### config.mk
export PLATFORM = sky130hd
export DESIGN_NAME = keyword_command_parser
export DESIGN_NICKNAME = d
export VERILOG_FILES = /design/src/hdl/kwp_pkg.sv /design/src/hdl/keyword_command_parser.sv
export SDC_FILE = /design/constraint.sdc
export NUM_CORES = 1
export LEC_CHECK = 0
export CELL_PAD_IN_SITES_DETAIL_PLACEMENT = 1
export CELL_PAD_IN_SITES_GLOBAL_PLACEMENT = 2
export CORE_ASPECT_RATIO = 0.7
export CORE_MARGIN = 5
export CORE_UTILIZATION = 40
export DETAILED_ROUTE_END_ITERATION = 10
export DONT_BUFFER_PORTS = 1
export HOLD_SLACK_MARGIN = 0.06
export PLACE_DENSITY_LB_ADDON = 0.1
export SYNTH_ARGS = -nofsm -noshare
export SYNTH_HDL_FRONTEND = slang
export SYNTH_SLANG_ARGS = --single-unit
### constraint.sdc
create_clock -name clock -period 20.6 [get_ports clock]
set_input_delay 3.09 -clock clock [delete_from_list [all_inputs] [get_ports clock]]
set_output_delay 3.09 -clock clock [all_outputs]
set_load 0.03 [all_outputs]
### src/hdl/kwp_pkg.sv
// Package for keyword_command_parser: keyword tables, number limits and codes.
// No dependencies.
package kwp_pkg;

   localparam int NUM_KW  = 6;
   localparam int NUM_VAL = 3;
   // first keyword that is followed by a number
   localparam int KW_NUM_BASE = NUM_KW - NUM_VAL;

   localparam logic [7:0] KW_TEXT [NUM_KW][8] = '{
      '{"R", "E", "Q", 8'h00, 8'h00, 8'h00, 8'h00, 8'h00},
      '{"S", "W", "I", "T", "C", "H", 8'h00, 8'h00},
      '{"D", "E", "T", "E", "C", "T", 8'h00, 8'h00},
      '{"L", "U", "X", " ", 8'h00, 8'h00, 8'h00, 8'h00},
      '{"K", "E", "L", "V", "I", "N", " ", 8'h00},
      '{"L", "E", "V", "E", "L", " ", 8'h00, 8'h00}
   };
   localparam logic [2:0] KW_LEN [NUM_KW] = '{3'd3, 3'd6, 3'd6, 3'd4, 3'd7, 3'd6};
   // border length of each matched prefix, indexed by prefix length - 1
   localparam logic [2:0] KW_FAIL [NUM_KW][8] = '{
      '{3'd0, 3'd0, 3'd0, 3'd0, 3'd0, 3'd0, 3'd0, 3'd0},
      '{3'd0, 3'd0, 3'd0, 3'd0, 3'd0, 3'd0, 3'd0, 3'd0},
      '{3'd0, 3'd0, 3'd0, 3'd0, 3'd0, 3'd0, 3'd0, 3'd0},
      '{3'd0, 3'd0, 3'd0, 3'd0, 3'd0, 3'd0, 3'd0, 3'd0},
      '{3'd0, 3'd0, 3'd0, 3'd0, 3'd0, 3'd0, 3'd0, 3'd0},
      '{3'd0, 3'd0, 3'd0, 3'd0, 3'd1, 3'd0, 3'd0, 3'd0}
   };

   localparam logic [7:0] CH_0     = 8'h30;
   localparam logic [7:0] CH_9     = 8'h39;
   localparam logic [7:0] CH_SPACE = 8'h20;
   localparam logic [7:0] CH_TAB   = 8'h09;
   localparam logic [7:0] CH_NUL   = 8'h00;

   localparam logic [16:0] NUM_SAT    = 17'd65536;
   localparam logic [19:0] NUM_MAX    = 20'd65535;
   localparam logic [16:0] LUX_MAX    = 17'd10000;
   localparam logic [16:0] KELVIN_MIN = 17'd1000;
   localparam logic [16:0] KELVIN_MAX = 17'd40000;
   localparam logic [16:0] LEVEL_MAX  = 17'd100;

   typedef enum logic [1:0] {
      PH_IDLE   = 2'd0,
      PH_BLANK  = 2'd1,
      PH_DIGITS = 2'd2,
      PH_DONE   = 2'd3
   } phase_type;

   typedef enum logic [1:0] {
      CMD_NONE   = 2'd0,
      CMD_REQ    = 2'd1,
      CMD_DATA   = 2'd2,
      CMD_DETECT = 2'd3
   } cmd_type;

   // next match progress of keyword kw after character ch
   function automatic logic [2:0] match_next(input int kw, input logic [2:0] prog,
                                             input logic [7:0] ch);
      logic [2:0] p;
      p = (prog >= KW_LEN[kw]) ? 3'd0 : prog;
      for (int i = 0; i < 7; i++) begin
         if (p != 3'd0 && ch != KW_TEXT[kw][p]) begin
            p = KW_FAIL[kw][p - 3'd1];
         end
      end
      if (ch == KW_TEXT[kw][p]) begin
         p = p + 3'd1;
      end
      return p;
   endfunction

endpackage

### src/hdl/keyword_command_parser.sv
// Keyword command parser: scans a byte stream for command keywords and
// numbers and reports one result per message. Depends on kwp_pkg.
//
// Usage:
//   The request channel (req_valid/req_ready) carries one message byte per
//   request with req_last marking the final byte. A zero byte ends the text;
//   later bytes are ignored until the last mark closes the message.
//   The response channel (rsp_valid/rsp_ready) carries one result per
//   message: the command code and the current lamp state and settings.
// Timing:
//   One request per cycle, sustained except while a last byte waits (see Stall).
//   All six keyword matchers and the three multiply-by-ten number accumulators
//   update in the cycle a byte is taken. The result is registered into the
//   output register in the cycle after the last byte is accepted.
// Stall:
//   While a result waits, non-last bytes are still taken; a last byte waits
//   until the output register is free or drains in the same cycle.
// Reset:
//   Synchronous, active high. Clears all matcher state, the flags and the
//   three value registers, and empties the output register.
module keyword_command_parser
   import kwp_pkg::*;
(
   input  logic        clock,
   input  logic        reset,
   input  logic        req_valid,
   output logic        req_ready,
   input  logic [7:0]  req_byte_req,
   input  logic        req_last,
   output logic        rsp_valid,
   input  logic        rsp_ready,
   output logic [1:0]  rsp_command,
   output logic        rsp_lamp_on,
   output logic        rsp_motion_enable,
   output logic [13:0] rsp_lux_threshold,
   output logic [15:0] rsp_color_kelvin,
   output logic [6:0]  rsp_brightness
);

   logic [2:0]  prog_ff   [NUM_KW];
   logic [2:0]  prog_in   [NUM_KW];
   logic        found_ff  [NUM_KW];
   logic        found_in  [NUM_KW];
   phase_type   phase_ff  [NUM_VAL];
   phase_type   phase_in  [NUM_VAL];
   logic [16:0] value_ff  [NUM_VAL];
   logic [16:0] value_in  [NUM_VAL];
   logic        ended_ff, ended_in;
   logic        on_ff, on_in;
   logic        motion_ff, motion_in;
   logic [13:0] thresh_ff, thresh_in;
   logic [15:0] kelvin_ff, kelvin_in;
   logic [6:0]  level_ff, level_in;

   logic        rsp_valid_ff, rsp_valid_in;
   cmd_type     cmd_ff, cmd_in;
   logic        out_on_ff, out_motion_ff;
   logic [13:0] out_thresh_ff;
   logic [15:0] out_kelvin_ff;
   logic [6:0]  out_level_ff;

   logic req_fire;
   logic rsp_load;

   assign req_ready = !rsp_valid_ff || rsp_ready || !req_last;
   assign req_fire  = req_valid && req_ready;
   assign rsp_load  = req_fire && req_last;

   always_comb begin
      logic [2:0]  p_nx   [NUM_KW];
      logic        f_nx   [NUM_KW];
      phase_type   ph_nx  [NUM_VAL];
      logic [16:0] v_nx   [NUM_VAL];
      logic [19:0] acc;
      logic        digit;
      logic        blank;

      p_nx     = prog_ff;
      f_nx     = found_ff;
      ph_nx    = phase_ff;
      v_nx     = value_ff;
      ended_in = ended_ff;
      acc      = '0;
      digit    = (req_byte_req >= CH_0) && (req_byte_req <= CH_9);
      blank    = (req_byte_req == CH_SPACE) || (req_byte_req == CH_TAB);

      if (req_fire && !ended_ff) begin
         if (req_byte_req == CH_NUL) begin
            ended_in = 1'b1;
         end else begin
            for (int n = 0; n < NUM_VAL; n++) begin
               case (phase_ff[n])
                  PH_BLANK: begin
                     if (digit) begin
                        v_nx[n]  = {9'd0, req_byte_req - CH_0};
                        ph_nx[n] = PH_DIGITS;
                     end else if (!blank) begin
                        ph_nx[n] = PH_IDLE;
                     end
                  end
                  PH_DIGITS: begin
                     if (digit) begin
                        acc = ({3'b000, value_ff[n]} << 3) + ({3'b000, value_ff[n]} << 1)
                              + {12'd0, req_byte_req - CH_0};
                        v_nx[n] = (acc > NUM_MAX) ? NUM_SAT : acc[16:0];
                     end else begin
                        ph_nx[n] = PH_DONE;
                     end
                  end
                  default: begin
                  end
               endcase
            end
            // keyword completion arms its number only from the next byte on
            for (int k = 0; k < NUM_KW; k++) begin
               if (!found_ff[k]) begin
                  p_nx[k] = match_next(k, prog_ff[k], req_byte_req);
                  if (p_nx[k] >= KW_LEN[k]) begin
                     f_nx[k] = 1'b1;
                     p_nx[k] = 3'd0;
                     if (k >= KW_NUM_BASE) begin
                        ph_nx[k - KW_NUM_BASE] = PH_BLANK;
                     end
                  end
               end
            end
         end
      end

      on_in     = on_ff;
      motion_in = motion_ff;
      thresh_in = thresh_ff;
      kelvin_in = kelvin_ff;
      level_in  = level_ff;
      cmd_in    = CMD_NONE;
      if (f_nx[0]) begin
         cmd_in = CMD_REQ;
      end
      if (f_nx[1]) begin
         on_in  = !on_ff;
         cmd_in = CMD_DATA;
      end
      if (f_nx[2]) begin
         motion_in = !motion_ff;
         cmd_in    = CMD_DETECT;
      end
      if ((ph_nx[0] == PH_DIGITS || ph_nx[0] == PH_DONE) && v_nx[0] <= LUX_MAX) begin
         thresh_in = v_nx[0][13:0];
         cmd_in    = CMD_DATA;
      end
      if ((ph_nx[1] == PH_DIGITS || ph_nx[1] == PH_DONE) &&
          v_nx[1] >= KELVIN_MIN && v_nx[1] <= KELVIN_MAX) begin
         kelvin_in = v_nx[1][15:0];
         cmd_in    = CMD_DATA;
      end
      if ((ph_nx[2] == PH_DIGITS || ph_nx[2] == PH_DONE) && v_nx[2] <= LEVEL_MAX) begin
         level_in = v_nx[2][6:0];
         cmd_in   = CMD_DATA;
      end

      // message end: settings commit, per-message state clears
      if (rsp_load) begin
         for (int k = 0; k < NUM_KW; k++) begin
            prog_in[k]  = 3'd0;
            found_in[k] = 1'b0;
         end
         for (int n = 0; n < NUM_VAL; n++) begin
            phase_in[n] = PH_IDLE;
            value_in[n] = '0;
         end
         ended_in = 1'b0;
      end else begin
         prog_in   = p_nx;
         found_in  = f_nx;
         phase_in  = ph_nx;
         value_in  = v_nx;
         on_in     = on_ff;
         motion_in = motion_ff;
         thresh_in = thresh_ff;
         kelvin_in = kelvin_ff;
         level_in  = level_ff;
      end
   end

   always_comb begin
      if (rsp_load) begin
         rsp_valid_in = 1'b1;
      end else if (rsp_ready) begin
         rsp_valid_in = 1'b0;
      end else begin
         rsp_valid_in = rsp_valid_ff;
      end
   end

   always_ff @(posedge clock) begin
      if (reset) begin
         for (int k = 0; k < NUM_KW; k++) begin
            prog_ff[k]  <= 3'd0;
            found_ff[k] <= 1'b0;
         end
         for (int n = 0; n < NUM_VAL; n++) begin
            phase_ff[n] <= PH_IDLE;
            value_ff[n] <= '0;
         end
         ended_ff     <= 1'b0;
         on_ff        <= 1'b0;
         motion_ff    <= 1'b0;
         thresh_ff    <= '0;
         kelvin_ff    <= '0;
         level_ff     <= '0;
         rsp_valid_ff <= 1'b0;
      end else begin
         prog_ff      <= prog_in;
         found_ff     <= found_in;
         phase_ff     <= phase_in;
         value_ff     <= value_in;
         ended_ff     <= ended_in;
         on_ff        <= on_in;
         motion_ff    <= motion_in;
         thresh_ff    <= thresh_in;
         kelvin_ff    <= kelvin_in;
         level_ff     <= level_in;
         rsp_valid_ff <= rsp_valid_in;
      end
   end

   always_ff @(posedge clock) begin
      if (rsp_load) begin
         cmd_ff        <= cmd_in;
         out_on_ff     <= on_in;
         out_motion_ff <= motion_in;
         out_thresh_ff <= thresh_in;
         out_kelvin_ff <= kelvin_in;
         out_level_ff  <= level_in;
      end
   end

   assign rsp_valid         = rsp_valid_ff;
   assign rsp_command       = cmd_ff;
   assign rsp_lamp_on       = out_on_ff;
   assign rsp_motion_enable = out_motion_ff;
   assign rsp_lux_threshold = out_thresh_ff;
   assign rsp_color_kelvin  = out_kelvin_ff;
   assign rsp_brightness    = out_level_ff;

endmodule

==> Word-level counts from Yosys, hierarchy flattened <==
Memories as Yosys holds them, arrays and structs flattened.
Cells that the tools add are included.
{ "classes": {"reduce_logical": 116, "addsub": 55, "n_bitwise": 97, "mux": 447, "n_eq_ne": 62, "magnitude_cmp": 111} }
{ "op_table": {"columns": ["op", "count"], "rows": [
  ["2-to-1 mux 3 bit", 288],
  ["2-to-1 mux 8 bit", 96],
  [">= comparator 4 bit, second input constant", 90],
  ["inverter 3 -> 4 bit", 90],
  ["inequality test 8 bit", 42],
  ["2-to-1 mux 17 bit", 9],
  ["nonzero test 3 bit", 42],
  ["subtractor 3 x 1 -> 3 bit, second input constant", 42],
  ["2-to-1 mux 51 bit", 2],
  ["case mux 17 bit (2 select lines)", 3],
  ["adder 20 x 18 -> 20 bit", 3],
  ["adder 20 x 8 -> 20 bit", 3],
  ["greater-than comparator 20 x 16 -> 1 bit, second input constant", 3],
  ["logical AND 1 bit", 50],
  ["equality test 8 bit", 6],
  ["2-to-1 mux 16 bit", 2],
  [">= comparator 3 bit, second input constant", 10],
  ["2-to-1 mux 2 bit", 15],
  ["2-to-1 mux 14 bit", 2],
  ["2-to-1 mux 6 bit", 4],
  ["2-to-1 mux 1 bit", 21],
  ["adder 3 x 1 -> 3 bit, second input constant", 6],
  ["equality test 2 bit, second input constant", 9],
  ["AND reduction 3 bit", 6],
  ["22 further kinds", 44]
]} }
{ "word_totals": {"out_inout_bits": 43, "ff_bits": 163, "memories": 90, "elab_cells": 1010, "rom_bits": 4080, "in_bits": 13} }
{ "mem_list": {"columns": ["memory", "words", "word_bits", "rd", "rd_ports_with_merged_regs", "write_ports", "line_no", "text"], "rows": [
  ["(name not given)", 8, 8, 1, 0, 0, "kwp_pkg.sv:66", "if (ch == KW_TEXT[kw][p]) begin"],
  ["(name not given)", 8, 8, 1, 0, 0, "kwp_pkg.sv:62", "if (p != 3'd0 && ch != KW_TEXT[kw][p]) begin"],
  ["(name not given)", 8, 8, 1, 0, 0, "kwp_pkg.sv:62", null],
  ["(name not given)", 8, 8, 1, 0, 0, "kwp_pkg.sv:62", null],
  ["(name not given)", 8, 8, 1, 0, 0, "kwp_pkg.sv:62", null],
  ["(name not given)", 8, 8, 1, 0, 0, "kwp_pkg.sv:62", null],
  ["84 more memories", null, null, null, null, null, null, null]
]} }

==> Logic depth before layout (Yosys ltp) <==
{ "depth": {"depth_word": 92, "mapped_depth": 72, "mapped_depth_nobuf": 67} }

==> Worst setup path after synthesis <==
No wires, ideal clock.
{ "synth_path": {"path_type": "input -> register", "from": "in req_byte_req[4]", "to": "reg out_kelvin_ff[8] (netlist: rsp_color_kelvin[8]), data pin", "cell_stages": 69, "setup_time_ns": 0.274, "setup_slack_ns": 5.035, "t_required_ns": 20.326, "n_path_buf": 6, "arrival_ns": 15.291, "cell_sequence": "buf_4 > nor4bb_1 > a211oi_1 > nand4_1 > or2_1 > clkbuf_1 > nor3_1 > nand3_1 > ha_1 > clkbuf_1 > o32a_1 > or3_4 > a22oi_1 > a22oi_1 > nand2b_1 > inv_1 > ha_1 > nand3_1 > [33 not listed] > inv_1 > ha_1 > or3_1 > a211oi_1 > a2111oi_0 > nor3_1 > o21ai_0 > inv_1 > ha_1 > ha_1 > xor2_1 > nor4_1 > mux2i_1 > nor2_1 > a31oi_4 > buf_6 > a21oi_2 > a21oi_1"} }
{ "synth_between": {"elab_chain_len": 86, "elab_cells_between_ends": 146, "classes_between": "9 x add/sub; 6 x order compare; 12 x eq/ne; 74 x mux; 13 x bitwise; 19 x reduce/logical; 13 x memory"} }
{ "synth_lines": {"columns": ["item", "line_no", "text"], "rows": [
  ["start: declaration", "keyword_command_parser.sv:28", "input logic [7:0] req_byte_req,"],
  ["branches (longest 84 deep; another with subtractor 3 x 1 -> 3 bit)", null, null],
  ["2-to-1 mux 16 bit (*)", "keyword_command_parser.sv:151", "if ((ph_nx[1] == PH_DIGITS || ph_nx[1] == PH_DONE) &&"],
  ["2-to-1 mux 16 bit (*)", "keyword_command_parser.sv:162", "if (rsp_load) begin"],
  ["via kelvin_in[8]", "keyword_command_parser.sv:52", "logic [15:0] kelvin_ff, kelvin_in;"],
  ["end signal: assignment", "keyword_command_parser.sv:233", "out_kelvin_ff <= kelvin_in;"],
  ["end: declaration", "keyword_command_parser.sv:59", "logic [15:0] out_kelvin_ff;"]
]} }
Mark *: on every way through the listed nets, which the timed path passes. The select of a mux whose other input is x is not followed.
A chain may end at the register's enable or synchronous reset.

==> Worst setup path in the final report <==
{ "layout_path": {"from": "in req_byte_req[0]", "to": "reg kelvin_ff[15]"} }
{ "layout_between": {"elab_chain_len": 86, "elab_cells_between_ends": 146, "classes_between": "9 x add/sub; 6 x order compare; 12 x eq/ne; 74 x mux; 13 x bitwise; 19 x reduce/logical; 13 x memory"} }
{ "layout_lines": {"columns": ["item", "line_no", "text"], "rows": [
  ["branches (longest 84 deep; another with subtractor 3 x 1 -> 3 bit)", null, null],
  ["2-to-1 mux 16 bit (*)", "keyword_command_parser.sv:151", null],
  ["2-to-1 mux 16 bit (*)", "keyword_command_parser.sv:162", null],
  ["end signal: assignment", "keyword_command_parser.sv:221", "kelvin_ff <= kelvin_in;"],
  ["end: declaration", "keyword_command_parser.sv:52", null]
]} }
Every way passes the cells marked *. The select of a mux whose other input is x is not followed.

==> report_table.html <==
<table>
<tr><th>Metric</th><th>Value</th></tr>
<tr><th colspan="2">Run status</th></tr>
<tr><td>Run status</td><td>completed</td></tr>
<tr><th colspan="2">STA</th></tr>
<tr><td>Min Clock Period, post-route</td><td>18.26 ns</td></tr>
<tr><td>Final worst clock skew</td><td>0.0163 ns</td></tr>
<tr><td>Number of pins exceeding their max-slew limit in the final report</td><td>0</td></tr>
<tr><td>Setup violations, final</td><td>0</td></tr>
<tr><td>Final hold vios</td><td>0</td></tr>
<tr><td>Share of the clock period used by the worst path</td><td>88.7%</td></tr>
<tr><td>Total negative slack</td><td>0 ns</td></tr>
<tr><td>Relative slew margins</td><td>38.4%</td></tr>
<tr><td>Maximum achievable frequency</td><td>0.0548 GHz</td></tr>
<tr><td>RSZ-0062 raised after global routing</td><td>no</td></tr>
<tr><td>Slew at the pin with the worst max-slew slack</td><td>0.913 ns</td></tr>
<tr><th colspan="2">Pwr</th></tr>
<tr><td>Int Power</td><td>0.533 mW</td></tr>
<tr><td>Combinational group share of total power</td><td>10.9%</td></tr>
<tr><td>Flop pwr share</td><td>45.5%</td></tr>
<tr><td>Clock power share</td><td>43.5%</td></tr>
<tr><td>Power dissipated by switching net loads</td><td>0.214 mW</td></tr>
<tr><td>IR Drop Worst-Case VDD</td><td>55.0 uV</td></tr>
<tr><td>Total leakage power</td><td>7.48 nW</td></tr>
<tr><td>Power density over the cells</td><td>41.9 nW/um2</td></tr>
<tr><td>Sw Ratio</td><td>28.6%</td></tr>
<tr><th colspan="2">Floorplan</th></tr>
<tr><td>DIE WIDTH</td><td>256 um</td></tr>
<tr><td>Effective utilization at floorplan</td><td>40.2%</td></tr>
<tr><td>Die Area</td><td>46,500 um2</td></tr>
<tr><td>Placeable core region</td><td>42,000 um2</td></tr>
<tr><td>Count of standard-cell rows</td><td>63</td></tr>
<tr><td>IO Pins</td><td>56</td></tr>
<tr><td>Vertical die dimension</td><td>182 um</td></tr>
<tr><th colspan="2">Placed design</th></tr>
<tr><td>Detailed placement HPWL</td><td>41,200 um</td></tr>
<tr><td>Quantity of I/O buffers inserted on ports</td><td>0</td></tr>
<tr><td>Gp weighted congestion</td><td>0.851</td></tr>
<tr><th colspan="2">Global routing</th></tr>
<tr><td>Global-route wire length before repair</td><td>90,100 um</td></tr>
<tr><td>Number of global-route vias before repair</td><td>15,900</td></tr>
<tr><td>Largest net degree at the start of global routing</td><td>77</td></tr>
<tr><td>Aggregate global-route resource usage</td><td>23.6%</td></tr>
<tr><td>Number of antenna violations at the first check in global routing</td><td>0</td></tr>
<tr><td>Total global routing overflow</td><td>0</td></tr>
<tr><th colspan="2">Routing</th></tr>
<tr><td>Count of nets left with antenna violations after detail routing</td><td>0</td></tr>
<tr><td>Number of vias per cell after detailed routing</td><td>5.90</td></tr>
<tr><td>Number of design rule violations left after detail routing</td><td>0</td></tr>
<tr><td>Number of optimization iterations in the first detailed-route pass</td><td>7</td></tr>
<tr><td>Number of vias in the routed layout</td><td>15,700</td></tr>
<tr><td>First-iteration detailed-routing DRC count</td><td>1,030</td></tr>
<tr><td>Total routed wirelength</td><td>56,200 um</td></tr>
<tr><td>Avg WL per Cell</td><td>21.1 um</td></tr>
<tr><th colspan="2">Finish</th></tr>
<tr><td>Area of combinational cells with multiple inputs</td><td>12,000 um2</td></tr>
<tr><td>NumNets Final</td><td>2,334</td></tr>
<tr><td>Proportion of layout cells with a drive suffix above 1</td><td>5.45%</td></tr>
<tr><td>Core Util, Final</td><td>42.4%</td></tr>
<tr><td>Post-synthesis to final-layout area growth</td><td>5.66%</td></tr>
<tr><td>Most frequent cells in the layout</td><td>nor2_1, ha_1, inv_1, nand2_1, a21oi_1</td></tr>
<tr><td>Sequential cell area in the final layout</td><td>3670 um2</td></tr>
<tr><td>Filler instances</td><td>5,132</td></tr>
<tr><td>Most common cell after layout, fill and taps aside</td><td>nor2_1</td></tr>
<tr><td>Antenna diodes</td><td>0</td></tr>
<tr><th colspan="2">Worst hold path</th></tr>
<tr><td>Min-delay worst type</td><td>reg -&gt; reg</td></tr>
<tr><th colspan="2">Yosys</th></tr>
<tr><td>Share of synthesized cell area in full adder, half adder and majority cells</td><td>17.4%</td></tr>
<tr><td>Largest family of logic cells by synthesized area</td><td>compound AO/OA/AOI/OAI gates</td></tr>
<tr><td>Async S/R FF share, synth</td><td>0%</td></tr>
<tr><td>Mux cell area share after synthesis</td><td>1.16%</td></tr>
<tr><td>Area of the mapped netlist</td><td>16,900 um2</td></tr>
<tr><td>Yosys synthesis warning count</td><td>0</td></tr>
<tr><td>Dominant synthesized flop cell</td><td>dfxtp_1</td></tr>
<tr><td>Cell variety after synth</td><td>107</td></tr>
<tr><td>Post-synthesis area per instance</td><td>7.81 um2</td></tr>
<tr><td>Flip-flop and latch count after synthesis</td><td>163</td></tr>
<tr><td>Fraction of the mapped netlist area in simple logic gates</td><td>21.3%</td></tr>
<tr><td>Fraction of the mapped netlist area in compound gates</td><td>25.0%</td></tr>
<tr><td>Post-synthesis share of cell area spent on xor and xnor gates</td><td>6.38%</td></tr>
<tr><td>Synthesized netlist cell count</td><td>2,162</td></tr>
<tr><td>Number of enable-type register cells in the synthesized netlist</td><td>41</td></tr>
<tr><td>Fraction of the yosys area taken by sequential cells</td><td>21.8%</td></tr>
<tr><th colspan="2">Flow run</th></tr>
<tr><td>Number of max-capacitance violations reported</td><td>0</td></tr>
<tr><th colspan="2">Clock tree</th></tr>
<tr><td>Clock transition at the register clock pins on the worst setup and hold paths after CTS</td><td>0.08 ns</td></tr>
<tr><td>Clock buffers created by TritonCTS</td><td>17</td></tr>
<tr><td>H-tree levels</td><td>4</td></tr>
<tr><td>Root Buffer Master</td><td>clkbuf_16</td></tr>
<tr><td># hold bufs at CTS</td><td>0</td></tr>
<tr><td>Gates resized, CTS repair</td><td>0</td></tr>
<tr><td>CTS tree</td><td>yes</td></tr>
<tr><td>Max Root-Sink Buffers</td><td>2</td></tr>
<tr><td>Setup fix buffers added after clock tree synthesis</td><td>0</td></tr>
<tr><td>Clk Latency, worst-skew pair</td><td>0.45 ns</td></tr>
<tr><td>CTS Sinks</td><td>163</td></tr>
<tr><th colspan="2">Worst setup path</th></tr>
<tr><td>Critical setup path kind</td><td>in -&gt; reg</td></tr>
<tr><td>Category of cells accounting for the largest share of critical-path delay</td><td>compound AO/OA/AOI/OAI gates</td></tr>
<tr><td>Worst-path maximum fanout</td><td>76</td></tr>
<tr><td>Worst-path cell with the longest stage delay</td><td>o41ai_1</td></tr>
<tr><td>Required arrival time at the worst endpoint</td><td>20.95 ns</td></tr>
<tr><td>Crit path arrival time</td><td>18.61 ns</td></tr>
<tr><td>Buffers plus inverters on the worst setup path</td><td>6</td></tr>
<tr><td>Stage delay of the slowest cell on the critical path</td><td>0.62 ns</td></tr>
<tr><td>Library cell appearing most often on the critical path</td><td>ha_1</td></tr>
<tr><td>Critical path endpoint category</td><td>register</td></tr>
<tr><td>CP startpoint kind</td><td>input pin</td></tr>
</table>
[kinds of logic (layout without fill, tap and decap cells)]
family | after synthesis | in the layout
simple gates | 724 | 724
other cells | 1 | 3
compound gates | 616 | 616
mux | 18 | 18
xor+xnor | 123 | 123
flops | 163 | 163
buf+inv | 293 | 239
fa+ha+maj | 224 | 224
[sequential cells by signal, summed over array words and instances, names as in the netlist, 2 cells and up]
signal and count:
found_ff 6, kelvin_ff 16, level_ff 7, phase_ff 6, prog_ff 18, rsp_brightness 7, rsp_color_kelvin 16, rsp_command 2
rsp_lux_threshold 14, thresh_ff 14, value_ff 51
[worst reg2reg max path: cells and delay by family (launching register included)]
kind            cells  cell delay (ns)
buf+inv             6             0.95
fa+ha+maj           8             2.12
flops               1             0.72
xor+xnor            3             0.48
compound gates     26             6.73
simple gates       22             5.74
[per-stage QoR]
| step | area [um2] | setup slack [ns] | total power, mW | hold WS (ns) | cells |
|---|---|---|---|---|---|
| floorplan | 16900 | 5.04 | 0.414 | 0.423 | 2164 |
| global placement | 17200 | 3.14 | 0.427 | 0.432 | 2630 |
| detailed placement | 17200 | 2.32 | 0.429 | 0.441 | 2630 |
| CTS | 17800 | 2.70 | 0.753 | 0.453 | 2662 |
| global route | 17800 | 0.673 | 0.775 | 0.471 | 2662 |
| finish | 17800 | 2.34 | 0.747 | 0.450 | 2662 |
[power by group through the flow]
stage               registers, mW  logic, mW  clock network [mW]
floorplan                   0.345     0.0687                   0
global placement            0.348     0.0790                   0
detailed placement          0.348     0.0811                   0
CTS                         0.340     0.0816               0.331
global route                0.340     0.0902               0.345
finish                      0.340     0.0818               0.325
[metal layers]
metal	GRT usage (%)	vias up	wire length [um]
met1	35.1	7789	29200
met4	3.75	0	601
li1	-	7602	-
met2	37.0	271	24200
met3	3.67	34	2230
met5	0	-	0
[synthesized netlist by cell type (24+ instances only)]
master    instances  area, um2
nand2b_1         26        163
nand3_1          44        220
a211oi_1         26        195
o21ai_0         121        606
xnor2_1          65        569
a22oi_1          31        233
dfxtp_1         122       2440
a21boi_0         24        180
nor3_1           55        275
edfxtp_1         41       1230
a21oi_1         128        641
ha_1            206       2580
nor2_1          229        860
clkbuf_1         59        221
nand2_1         155        582
inv_1           185        694
a31oi_1          35        219
and2_1           50        313
xor2_1           58        508
or3_1            27        169
buf_2            27        135
[path summary, 6_finish.rpt]
| check | start | cells after the start | slack [ns] | end |
|---|---|---|---|---|
| worst min-delay path | prog_ff[17]$_SDFFE_PP0P_ | 2 | 0.45 | prog_ff[17]$_SDFFE_PP0P_ |
| worst min register to register | prog_ff[17]$_SDFFE_PP0P_ | 2 | 0.45 | prog_ff[17]$_SDFFE_PP0P_ |
| worst max register to register | prog_ff[3]$_SDFFE_PP0P_ | 65 | 3.75 | kelvin_ff[15]$_SDFF_PP0_ |
| worst max-delay path | req_byte_req[0] | 64 | 2.34 | kelvin_ff[15]$_SDFF_PP0_ |
[final cells by class]
cell class	count	share of cell area [%]
clock inverters	13	0.807
repair buffers	17	0.716
flip-flops and latches	163	20.6
clock buffers	19	2.48
inverters	190	4.00
multi-input cells	1708	67.5
well taps	552	3.87
Power figures use the tool's default switching activity.
